[config.mk]
export PLATFORM = sky130hd
export DESIGN_NAME = round_robin_thread_table
export DESIGN_NICKNAME = d
export VERILOG_FILES = /design/src/design/rrtt_pkg.sv /design/src/design/rrtt_ctrl.sv /design/src/design/rrtt_dp.sv /design/src/design/round_robin_thread_table.sv
export SDC_FILE = /design/constraint.sdc
export NUM_CORES = 2
export LEC_CHECK = 0
export BUFFER_PORTS_ARGS = -buffer_cell sky130_fd_sc_hd__buf_2
export CORE_MARGIN = 1
export CORE_UTILIZATION = 40
export CTS_CLUSTER_SIZE = 30
export DETAILED_ROUTE_END_ITERATION = 12
export PLACE_DENSITY = 0.55
export REMOVE_ABC_BUFFERS = 1
export SLEW_MARGIN = 15
export SYNTH_ARGS = -nofsm -noshare
export SYNTH_HDL_FRONTEND = slang
export SYNTH_SLANG_ARGS = --single-unit
[constraint.sdc]
create_clock -name i_clk -period 17.5 [get_ports i_clk]
set_input_delay 0.875 -clock i_clk [delete_from_list [all_inputs] [get_ports i_clk]]
set_output_delay 0.875 -clock i_clk [all_outputs]
set_load 0.01 [all_outputs]
[src/design/rrtt_pkg.sv]
package rrtt_pkg;

    localparam int THREAD_SLOTS = 128;
    localparam int SLOT_W       = $clog2(THREAD_SLOTS);
    localparam int KIND_W       = 2;
    localparam int FIELD_W      = 7;
    localparam int OUTCOME_W    = 3;

    // slots examined per scan cycle
    localparam int CHUNK     = (THREAD_SLOTS < 16) ? THREAD_SLOTS : 16;
    localparam int NCHUNK    = (THREAD_SLOTS + CHUNK - 1) / CHUNK;
    localparam int PAD_SLOTS = NCHUNK * CHUNK;
    localparam int CHUNK_W   = (NCHUNK > 1) ? $clog2(NCHUNK) : 1;

    localparam logic [PAD_SLOTS-1:0] SLOT_MASK =
        {PAD_SLOTS{1'b1}} >> (PAD_SLOTS - THREAD_SLOTS);

    typedef logic [SLOT_W-1:0]    t_slot;
    typedef logic [PAD_SLOTS-1:0] t_vec;

    typedef enum logic [KIND_W-1:0] {
        KIND_TICK   = 2'd0,
        KIND_CREATE = 2'd1,
        KIND_EXIT   = 2'd2,
        KIND_JOIN   = 2'd3
    } t_kind;

    typedef enum logic [OUTCOME_W-1:0] {
        OC_OK         = 3'd0,
        OC_FULL       = 3'd1,
        OC_NOSUCH     = 3'd2,
        OC_NONE_READY = 3'd3,
        OC_ALL_DONE   = 3'd4
    } t_outcome;

    typedef struct packed {
        logic load;
        logic start;
        logic scan_clr;
        logic scan_step;
        logic scan_empty;
        logic claim;
        logic prep;
        logic apply;
        logic jrd;
        logic exit_upd;
        logic join_upd;
        logic push;
    } t_cmd;

    typedef struct packed {
        logic scan_last;
        logic empty_found;
        logic join_live;
        logic out_busy;
    } t_sts;

endpackage

[src/design/rrtt_ctrl.sv]
module rrtt_ctrl (
    input  logic                       i_clk,
    input  logic                       i_rst_n,
    input  logic                       i_valid,
    input  logic [rrtt_pkg::KIND_W-1:0] i_kind,
    output logic                       o_ready,
    output rrtt_pkg::t_cmd             o_cmd,
    input  rrtt_pkg::t_sts             i_sts
);

    typedef enum logic [10:0] {
        S_IDLE   = 11'b000_0000_0001,
        S_START  = 11'b000_0000_0010,
        S_SCAN_E = 11'b000_0000_0100,
        S_CLAIM  = 11'b000_0000_1000,
        S_PREP   = 11'b000_0001_0000,
        S_SCAN_P = 11'b000_0010_0000,
        S_APPLY  = 11'b000_0100_0000,
        S_JRD    = 11'b000_1000_0000,
        S_EXIT   = 11'b001_0000_0000,
        S_JOIN   = 11'b010_0000_0000,
        S_DONE   = 11'b100_0000_0000
    } t_state;

    t_state r_state;
    t_state n_state;

    always_ff @(posedge i_clk) begin
        if (!i_rst_n) begin
            r_state <= S_IDLE;
        end else begin
            r_state <= n_state;
        end
    end

    assign o_ready = (r_state == S_IDLE);

    always_comb begin
        n_state = r_state;
        o_cmd   = '0;
        unique case (r_state)
            S_IDLE: begin
                if (i_valid) begin
                    o_cmd.load = 1'b1;
                    unique case (rrtt_pkg::t_kind'(i_kind))
                        rrtt_pkg::KIND_TICK:   n_state = S_PREP;
                        rrtt_pkg::KIND_CREATE: n_state = S_START;
                        rrtt_pkg::KIND_EXIT:   n_state = S_JRD;
                        rrtt_pkg::KIND_JOIN:   n_state = S_JOIN;
                        default:               n_state = S_IDLE;
                    endcase
                end
            end
            S_START: begin
                o_cmd.start    = 1'b1;
                o_cmd.scan_clr = 1'b1;
                n_state        = S_SCAN_E;
            end
            S_SCAN_E: begin
                o_cmd.scan_step  = 1'b1;
                o_cmd.scan_empty = 1'b1;
                if (i_sts.scan_last) begin
                    n_state = S_CLAIM;
                end
            end
            S_CLAIM: begin
                o_cmd.claim = 1'b1;
                n_state     = i_sts.empty_found ? S_PREP : S_DONE;
            end
            S_PREP: begin
                o_cmd.prep     = 1'b1;
                o_cmd.scan_clr = 1'b1;
                n_state        = S_SCAN_P;
            end
            S_SCAN_P: begin
                o_cmd.scan_step = 1'b1;
                if (i_sts.scan_last) begin
                    n_state = S_APPLY;
                end
            end
            S_APPLY: begin
                o_cmd.apply = 1'b1;
                n_state     = S_DONE;
            end
            S_JRD: begin
                o_cmd.jrd = 1'b1;
                n_state   = S_EXIT;
            end
            S_EXIT: begin
                o_cmd.exit_upd = 1'b1;
                o_cmd.scan_clr = 1'b1;
                n_state        = S_SCAN_P;
            end
            S_JOIN: begin
                o_cmd.join_upd = 1'b1;
                n_state        = i_sts.join_live ? S_PREP : S_DONE;
            end
            S_DONE: begin
                if (!i_sts.out_busy) begin
                    o_cmd.push = 1'b1;
                    n_state    = S_IDLE;
                end
            end
            default: n_state = S_IDLE;
        endcase
    end

    a_push_only_when_free: assert property (@(posedge i_clk) disable iff (!i_rst_n)
        o_cmd.push |-> !i_sts.out_busy)
        else $error("result pushed over a pending result");

    a_scan_exit_on_last: assert property (@(posedge i_clk) disable iff (!i_rst_n)
        (r_state == S_SCAN_P && !i_sts.scan_last) |=> (r_state == S_SCAN_P))
        else $error("pick scan left early");

    a_load_from_idle: assert property (@(posedge i_clk) disable iff (!i_rst_n)
        o_cmd.load |=> (r_state != S_IDLE))
        else $error("request taken without processing");

endmodule

[src/design/rrtt_dp.sv]
module rrtt_dp (
    input  logic                          i_clk,
    input  logic                          i_rst_n,
    input  rrtt_pkg::t_cmd                i_cmd,
    output rrtt_pkg::t_sts                o_sts,
    input  logic [rrtt_pkg::KIND_W-1:0]   i_kind,
    input  logic [rrtt_pkg::FIELD_W-1:0]  i_target,
    input  logic                          i_ready,
    output logic                          o_valid,
    output logic [rrtt_pkg::OUTCOME_W-1:0] o_outcome,
    output logic [rrtt_pkg::FIELD_W-1:0]  o_new_slot,
    output logic [rrtt_pkg::FIELD_W-1:0]  o_running_slot
);

    // status flags per slot; a slot with no flag set is empty
    rrtt_pkg::t_vec r_rdy, r_blk, r_dead, r_run;
    rrtt_pkg::t_vec n_rdy, n_blk, n_dead, n_run;
    logic [rrtt_pkg::THREAD_SLOTS-1:0] r_jval, n_jval;
    rrtt_pkg::t_slot r_joiner [rrtt_pkg::THREAD_SLOTS];
    rrtt_pkg::t_slot r_jdata;
    logic            r_jhit;

    rrtt_pkg::t_kind   r_kind;
    logic [rrtt_pkg::FIELD_W-1:0] r_target;
    rrtt_pkg::t_slot   r_cur, n_cur;
    logic              r_started, n_started;
    rrtt_pkg::t_outcome r_outcome, n_outcome;
    logic [rrtt_pkg::FIELD_W-1:0] r_new, n_new;

    logic [rrtt_pkg::CHUNK_W-1:0] r_chunk;
    logic            r_hi_found, r_any_found, r_live;
    rrtt_pkg::t_slot r_hi_idx, r_any_idx;

    logic                          r_out_valid;
    rrtt_pkg::t_outcome            r_out_outcome;
    logic [rrtt_pkg::FIELD_W-1:0]  r_out_new;
    logic [rrtt_pkg::FIELD_W-1:0]  r_out_run;

    logic            tgt_ok;
    rrtt_pkg::t_slot tgt_idx;
    logic            tgt_live;
    rrtt_pkg::t_slot waker;
    rrtt_pkg::t_slot pick_idx;
    logic            scan_last;

    logic [rrtt_pkg::CHUNK-1:0] c_search;
    logic [rrtt_pkg::CHUNK-1:0] c_live;
    logic            hi_hit, any_hit;
    rrtt_pkg::t_slot hi_pos, any_pos;

    assign tgt_ok    = int'(r_target) < rrtt_pkg::THREAD_SLOTS;
    assign tgt_idx   = rrtt_pkg::SLOT_W'(r_target);
    assign tgt_live  = r_rdy[tgt_idx] | r_blk[tgt_idx] | r_run[tgt_idx];
    assign waker     = r_jhit ? r_jdata : r_cur;
    assign pick_idx  = r_hi_found ? r_hi_idx : r_any_idx;
    assign scan_last = (r_chunk == rrtt_pkg::CHUNK_W'(rrtt_pkg::NCHUNK - 1));

    assign o_sts.scan_last   = scan_last;
    assign o_sts.empty_found = r_any_found;
    assign o_sts.join_live   = tgt_ok & tgt_live;
    assign o_sts.out_busy    = r_out_valid & ~i_ready;

    // chunk search: lowest hit, and lowest hit above the running slot
    always_comb begin
        int base;
        rrtt_pkg::t_vec v_empty;
        base     = int'(r_chunk) * rrtt_pkg::CHUNK;
        v_empty  = ~(r_rdy | r_blk | r_dead | r_run) & rrtt_pkg::SLOT_MASK;
        v_empty[0] = 1'b0;
        c_search = i_cmd.scan_empty ? v_empty[base +: rrtt_pkg::CHUNK]
                                    : r_rdy[base +: rrtt_pkg::CHUNK];
        c_live   = r_rdy[base +: rrtt_pkg::CHUNK] | r_blk[base +: rrtt_pkg::CHUNK] |
                   r_run[base +: rrtt_pkg::CHUNK];
        hi_hit   = 1'b0;
        any_hit  = 1'b0;
        hi_pos   = '0;
        any_pos  = '0;
        for (int b = rrtt_pkg::CHUNK - 1; b >= 0; b--) begin
            if (c_search[b]) begin
                any_hit = 1'b1;
                any_pos = rrtt_pkg::SLOT_W'(base + b);
                if (base + b > int'(r_cur)) begin
                    hi_hit = 1'b1;
                    hi_pos = rrtt_pkg::SLOT_W'(base + b);
                end
            end
        end
    end

    always_ff @(posedge i_clk) begin
        if (!i_rst_n) begin
            r_chunk     <= '0;
            r_hi_found  <= 1'b0;
            r_any_found <= 1'b0;
            r_live      <= 1'b0;
        end else if (i_cmd.scan_clr) begin
            r_chunk     <= '0;
            r_hi_found  <= 1'b0;
            r_any_found <= 1'b0;
            r_live      <= 1'b0;
        end else if (i_cmd.scan_step) begin
            if (!scan_last) begin
                r_chunk <= r_chunk + 1'b1;
            end
            if (!r_hi_found && hi_hit) begin
                r_hi_found <= 1'b1;
            end
            if (!r_any_found && any_hit) begin
                r_any_found <= 1'b1;
            end
            r_live <= r_live | (|c_live);
        end
    end

    always_ff @(posedge i_clk) begin
        if (i_cmd.scan_step && !r_hi_found && hi_hit) begin
            r_hi_idx <= hi_pos;
        end
        if (i_cmd.scan_step && !r_any_found && any_hit) begin
            r_any_idx <= any_pos;
        end
    end

    // table updates
    always_comb begin
        n_rdy     = r_rdy;
        n_blk     = r_blk;
        n_dead    = r_dead;
        n_run     = r_run;
        n_jval    = r_jval;
        n_cur     = r_cur;
        n_started = r_started;
        n_outcome = r_outcome;
        n_new     = r_new;
        if (i_cmd.load) begin
            n_outcome = rrtt_pkg::OC_OK;
            n_new     = '0;
        end
        if (i_cmd.start && !r_started) begin
            n_rdy     = '0;
            n_blk     = '0;
            n_dead    = '0;
            n_run     = '0;
            n_jval    = '0;
            n_rdy[0]  = 1'b1;
            n_started = 1'b1;
        end
        if (i_cmd.claim) begin
            if (r_any_found) begin
                n_rdy[r_any_idx]  = 1'b1;
                n_jval[r_any_idx] = 1'b0;
                n_new             = rrtt_pkg::FIELD_W'(r_any_idx);
            end else begin
                n_outcome = rrtt_pkg::OC_FULL;
            end
        end
        if (i_cmd.prep && r_run[r_cur]) begin
            n_run[r_cur] = 1'b0;
            n_rdy[r_cur] = 1'b1;
        end
        if (i_cmd.exit_upd) begin
            n_rdy[r_cur]  = 1'b0;
            n_blk[r_cur]  = 1'b0;
            n_run[r_cur]  = 1'b0;
            n_dead[r_cur] = 1'b1;
            if (waker != r_cur) begin
                n_blk[waker]  = 1'b0;
                n_dead[waker] = 1'b0;
                n_run[waker]  = 1'b0;
                n_rdy[waker]  = 1'b1;
            end
        end
        if (i_cmd.join_upd) begin
            priority if (tgt_ok && tgt_live) begin
                n_rdy[r_cur]    = 1'b0;
                n_dead[r_cur]   = 1'b0;
                n_run[r_cur]    = 1'b0;
                n_blk[r_cur]    = 1'b1;
                n_jval[tgt_idx] = 1'b1;
            end else if (tgt_ok && r_dead[tgt_idx]) begin
                n_dead[tgt_idx] = 1'b0;
            end else begin
                n_outcome = rrtt_pkg::OC_NOSUCH;
            end
        end
        if (i_cmd.apply) begin
            priority if (r_kind == rrtt_pkg::KIND_EXIT && !r_live) begin
                n_outcome = rrtt_pkg::OC_ALL_DONE;
            end else if (r_hi_found || r_any_found) begin
                n_cur           = pick_idx;
                n_rdy[pick_idx] = 1'b0;
                n_run[pick_idx] = 1'b1;
            end else begin
                n_outcome = rrtt_pkg::OC_NONE_READY;
            end
        end
    end

    always_ff @(posedge i_clk) begin
        if (!i_rst_n) begin
            r_rdy     <= '0;
            r_blk     <= '0;
            r_dead    <= '0;
            r_run     <= '0;
            r_jval    <= '0;
            r_cur     <= '0;
            r_started <= 1'b0;
        end else begin
            r_rdy     <= n_rdy;
            r_blk     <= n_blk;
            r_dead    <= n_dead;
            r_run     <= n_run;
            r_jval    <= n_jval;
            r_cur     <= n_cur;
            r_started <= n_started;
        end
    end

    always_ff @(posedge i_clk) begin
        r_outcome <= n_outcome;
        r_new     <= n_new;
        if (i_cmd.load) begin
            r_kind   <= rrtt_pkg::t_kind'(i_kind);
            r_target <= i_target;
        end
    end

    // joiner memory
    always_ff @(posedge i_clk) begin
        if (i_cmd.join_upd && tgt_ok && tgt_live) begin
            r_joiner[tgt_idx] <= r_cur;
        end
        if (i_cmd.jrd) begin
            r_jdata <= r_joiner[r_cur];
            r_jhit  <= r_jval[r_cur];
        end
    end

    // result register
    always_ff @(posedge i_clk) begin
        if (!i_rst_n) begin
            r_out_valid <= 1'b0;
        end else if (i_cmd.push) begin
            r_out_valid <= 1'b1;
        end else if (i_ready) begin
            r_out_valid <= 1'b0;
        end
    end

    always_ff @(posedge i_clk) begin
        if (i_cmd.push) begin
            r_out_outcome <= r_outcome;
            r_out_new     <= r_new;
            r_out_run     <= rrtt_pkg::FIELD_W'(r_cur);
        end
    end

    assign o_valid        = r_out_valid;
    assign o_outcome      = r_out_outcome;
    assign o_new_slot     = r_out_new;
    assign o_running_slot = r_out_run;

    a_one_running: assert property (@(posedge i_clk) disable iff (!i_rst_n)
        $onehot0(r_run))
        else $error("more than one running slot");

    a_running_is_current: assert property (@(posedge i_clk) disable iff (!i_rst_n)
        (|r_run) |-> r_run[r_cur])
        else $error("running slot differs from current slot");

    a_flags_exclusive: assert property (@(posedge i_clk) disable iff (!i_rst_n)
        ((r_rdy & r_blk) | (r_rdy & r_dead) | (r_blk & r_dead) |
         (r_run & (r_rdy | r_blk | r_dead))) == '0)
        else $error("slot holds two states");

    a_no_pad_flags: assert property (@(posedge i_clk) disable iff (!i_rst_n)
        ((r_rdy | r_blk | r_dead | r_run) & ~rrtt_pkg::SLOT_MASK) == '0)
        else $error("state flag beyond last slot");

    a_new_only_on_ok: assert property (@(posedge i_clk) disable iff (!i_rst_n)
        (r_out_valid && r_out_outcome != rrtt_pkg::OC_OK) |-> (r_out_new == '0))
        else $error("claimed slot reported on failed request");

endmodule

[src/design/round_robin_thread_table.sv]
// channel   direction  handshake           payload
// request   in         i_valid / o_ready   i_kind, i_target
// result    out        o_valid / i_ready   o_outcome, o_new_slot, o_running_slot
//
// one request at a time; a result waits in an output register while the next request runs
// the slot scan examines 16 slots per cycle over 128 slots
// synchronous active-low reset empties the table; no clearing pass is needed
// a stalled result holds the following request only in its final state, S_DONE

module round_robin_thread_table (
    input  logic                            i_clk,
    input  logic                            i_rst_n,
    input  logic                            i_valid,
    output logic                            o_ready,
    input  logic [rrtt_pkg::KIND_W-1:0]     i_kind,
    input  logic [rrtt_pkg::FIELD_W-1:0]    i_target,
    output logic                            o_valid,
    input  logic                            i_ready,
    output logic [rrtt_pkg::OUTCOME_W-1:0]  o_outcome,
    output logic [rrtt_pkg::FIELD_W-1:0]    o_new_slot,
    output logic [rrtt_pkg::FIELD_W-1:0]    o_running_slot
);

    rrtt_pkg::t_cmd cmd;
    rrtt_pkg::t_sts sts;

    rrtt_ctrl u_ctrl (
        .i_clk   (i_clk),
        .i_rst_n (i_rst_n),
        .i_valid (i_valid),
        .i_kind  (i_kind),
        .o_ready (o_ready),
        .o_cmd   (cmd),
        .i_sts   (sts)
    );

    rrtt_dp u_dp (
        .i_clk          (i_clk),
        .i_rst_n        (i_rst_n),
        .i_cmd          (cmd),
        .o_sts          (sts),
        .i_kind         (i_kind),
        .i_target       (i_target),
        .i_ready        (i_ready),
        .o_valid        (o_valid),
        .o_outcome      (o_outcome),
        .o_new_slot     (o_new_slot),
        .o_running_slot (o_running_slot)
    );

endmodule

==> results.txt <==
The post-synthesis instance area is around 80000 um^2. The critical path crosses 11 cells after its start point. The cell count of the worst reg-to-reg path came out at 11. The static leakage is 27.5 nW. The number of buffer and inverter stages on the critical path came out at 3. The maximum cell stage delay along the critical path is 1030 ps. The analysis attributes to net switching a power of 2.07 mW.

Of the total power, the share spent switching nets is 0.248. The largest delay contributor family on the critical path is compound AO/OA/AOI/OAI gates. Setup violations remaining at the end of the flow were counted as 0. The relative slew slack came out at 0.0696. In the synthesized netlist the dominant register cell turns out to be sky130_fd_sc_hd__edfxtp_1.

The combined global-route utilization of all metal layers came out at 0.372. The share of total power dissipated in sequential elements is 0.481. The number of cells traversed by the worst hold path came out at 1.

The height of the chip is 445 um. The die footprint is just under 200000 um^2. Setup repair after global routing left no endpoint under its margin. TritonCTS built the clock tree. The H-tree level count came out at 4. The detailed-routing iteration count for the pre-antenna-repair pass came out at 8. The cell repeated most along the worst path is sky130_fd_sc_hd__buf_12. The share of total power dissipated in the clock network is 0.463. The share of the synthesized area in the top cell type is 0.360. The initial antenna violation count is 39.

Counting the fill cells in the layout gives 17900. The distinct cell type count of the synthesized netlist is 97. The routed layout has 69600 vias. The layout net count came out at 6894. The signal on the critical path passes through buf_12, nand2_1, o311ai_0, a41oi_1, nor3_1, nand4_1, o21ai_4, buf_12, nand3_4, buf_4, a221oi_1. For this run, asynchronously set or reset flops after synthesis account for 0.

The final hold violation count came out at 0. The type of the worst min-delay path is in2reg. Of the available clock period, the critical path in the final layout requires 0.392. The number of design rule violations left after detail routing is 0. The number of antenna-violating nets in the routed design is 0. The clock latency of the later-clocked register in the worst-skew pair came out at 900 ps. The iteration-0 DRC count of the detailed router came out at about 13000. Setup slack on the critical path of the routed design comes to 10640 ps.

For this run, the register share of the synthesized area comes to 0.532. The number of cells produced by synthesis is 7058. The number of CTS-inserted buffers came out at 173. The combined area of the multi-input logic cells is 34500 um^2. STA classifies the critical path startpoint as a flop. The flip-flop and latch count after synthesis came out at 1620. Data on the critical path is required at its endpoint by 18300 ps.

The cell accounting for the most synthesized area is sky130_fd_sc_hd__edfxtp_1. The category of the worst setup path capture point is a flop. The worst IR drop on VDD came out at 0.0000947 V. The wire length reported by the detailed router came out at 379000 um.

The number of buffers added for setup after CTS is 0. The width of the die came out at between 400 and 500 um. The tree built by TritonCTS fans out to 1620 sinks. The flow ran to the end, and the final reports show no timing, DRC or antenna violations. The initial standard-cell utilization of the core is 0.403.

The wire length of the first global-routing pass came out at 516000 um. The pin count of the biggest net entering global routing came out at 182. The actual transition at the worst max-transition pin came out at 1390 ps. The tightest hold path in the finished design has a slack of approximately 180 ps. The mean instance size in the synthesized netlist came out at roughly 11 um^2. Among all stages on the critical path, the largest delay is contributed by sky130_fd_sc_hd__o311ai_0. Port buffering added 31 buffers.

The clock transition at the register clock pins on the worst setup and hold paths after CTS is 70 ps. In this run the deepest clock path goes through 3 buffers. The number of max-cap violations is 0.

Counting flops with a built-in enable in the synthesized netlist gives roughly 940. The endpoint arrival time on the critical path came out at 7650 ps. Ranked by total cell area, the synthesized netlist is headed by sky130_fd_sc_hd__edfxtp_1, sky130_fd_sc_hd__dfxtp_1, sky130_fd_sc_hd__mux4_2. Adding up every negative setup slack in the final design gives 0 ps. The worst slack at placement is 11030 ps. The core area came out at 195000 um^2. The internal power of the cells came out at about 6.3 mW.

The highest achievable clock rate is 0.146 GHz. The average wire per cell in the routed design is 39.2 um. The combined flip-flop and latch cell area is roughly 42000 um^2. The most common cell after layout, fill and taps aside is sky130_fd_sc_hd__edfxtp_1. The part of the power in combinational logic is 0.055. The number of global-route vias before repair came out at 62900. The mean number of vias per cell came out at 7.19. After floorplanning, the core was divided into 162 placement rows. Clock skew on the completed layout was measured at around 47 ps. The total number of yosys warnings is 0. For this run the aggregate overflow at the end of global routing stands at 0. Counting I/O delays and the setup requirement, the final critical path takes ~7000 ps. Detailed placement ended at an HPWL of 249000 um. The count of instances resized after the clock tree is built came out at 0. The max-slew violation count came to 0. The number of ports placed on the die boundary is 32. The power density of the placed cells came out at about 95 nW/um^2. The congestion estimate from routability-driven global placement came to roughly 1.1. The worst setup path is of the reg2reg kind. The layout overhead on the synthesized area came out at 11.2%. The peak fanout along the critical path is 147.

The number of buffers added to fix hold violations after cts is 0. The tree is rooted in a sky130_fd_sc_hd__clkbuf_16. In the layout the commonest cells are sky130_fd_sc_hd__edfxtp_1, sky130_fd_sc_hd__nand2_1, sky130_fd_sc_hd__nor2_1, sky130_fd_sc_hd__dfxtp_1, sky130_fd_sc_hd__mux4_2. The proportion of layout cells with a drive suffix above 1 came out at 0.156.
==> layout make-up <==
cell class,instances,area share
Clock buffer,230,0.0555
Tap cell,2624,0.0375
Antenna cell,33,0.000944
Timing Repair Buffer,211,0.0191
Multi-Input combinational cell,4838,0.394
Sequential cell,1620,0.479
Inverter,31,0.00142
Clock inverter,96,0.0124
==> metrics by stage <==
step                power, mW  cells  instance area, um^2   util
floorplan                4.29   6489                76100      -
CTS                      8.30   9649                87400  0.448
detailed placement       4.51   9323                81400  0.417
global placement         4.51   9323                81400  0.417
finish                   8.32   9683                87500  0.448
global route             8.47   9654                87400  0.448
==> routing by layer <==
layer	GRT usage	vias to the layer above	routed length, um
met1	0.485	34500	142000
li1	-	27100	-
met5	0.00244	-	296
met4	0.238	33	30600
met2	0.497	6385	149000
met3	0.166	1542	58300
==> registers in the layout, indices dropped and copies added (netlist names), 11 cells and up <==
| register | count |
|---|---|
| u_dp.r_joiner | 896 |
| u_dp.r_blk | 128 |
| u_dp.r_dead | 128 |
| u_dp.r_jval | 128 |
| u_dp.r_rdy | 128 |
| u_dp.r_run | 128 |
| u_ctrl.r_state | 11 |
==> cells in the mapped netlist, drive strengths merged (10+ instances only) <==
| library cell | count |
|---|---|
| edfxtp | 944 |
| nand2 | 890 |
| nor2 | 725 |
| dfxtp | 676 |
| o21ai | 442 |
| mux4 | 439 |
| nand3 | 383 |
| clkbuf | 354 |
| buf | 215 |
| a21oi | 213 |
| a211oi | 154 |
| a31oi | 142 |
| nor3 | 142 |
| nor4 | 136 |
| o2111ai | 119 |
| o22ai | 116 |
| a21o | 82 |
| a22oi | 74 |
| o221ai | 69 |
| o21a | 66 |
| nand4 | 63 |
| mux2i | 55 |
| a221oi | 42 |
| and3 | 40 |
| nand2b | 38 |
| nor2b | 35 |
| or2 | 29 |
| inv | 28 |
| or3 | 28 |
| mux2 | 25 |
| and2 | 22 |
| o211ai | 20 |
| a32oi | 19 |
| nand4b | 17 |
| a2111oi | 16 |
| or4 | 16 |
| a22o | 12 |
| nor3b | 12 |
| nor4b | 12 |
| a41oi | 11 |
| o2bb2ai | 10 |
==> power groups by stage <==
stage	sequential (mW)	combinational, mW	clock (mW)
final	4.01	0.462	3.85
after global routing	4.00	0.447	4.02
after CTS	4.01	0.420	3.87
after detailed placement	4.09	0.419	0
after global placement	4.09	0.419	0
after floorplan	4.11	0.174	0
==> logic make-up after synthesis <==
group	after synthesis	synth area share
AO/OA/AOI/OAI	1698	0.145
XOR/XNOR	9	0.00100
adder cells (fa/ha/maj)	6	0.000954
buffers and inverters	600	0.0333
flip-flops	1620	0.532
multiplexers	519	0.136
AND/OR/NAND/NOR	2606	0.151
==> final timing paths <==
check / startpoint / endpoint / slack (ps)
min reg2reg: u_dp.r_new[4] / u_dp.o_new_slot[4] / 430
max reg2reg: u_dp.r_target[0] / u_dp.r_run[38] / 10640
min: i_target[4] / u_dp.r_target[4] / 180
max: u_dp.r_target[0] / u_dp.r_run[38] / 10640
Power figures use the tool's default switching activity.
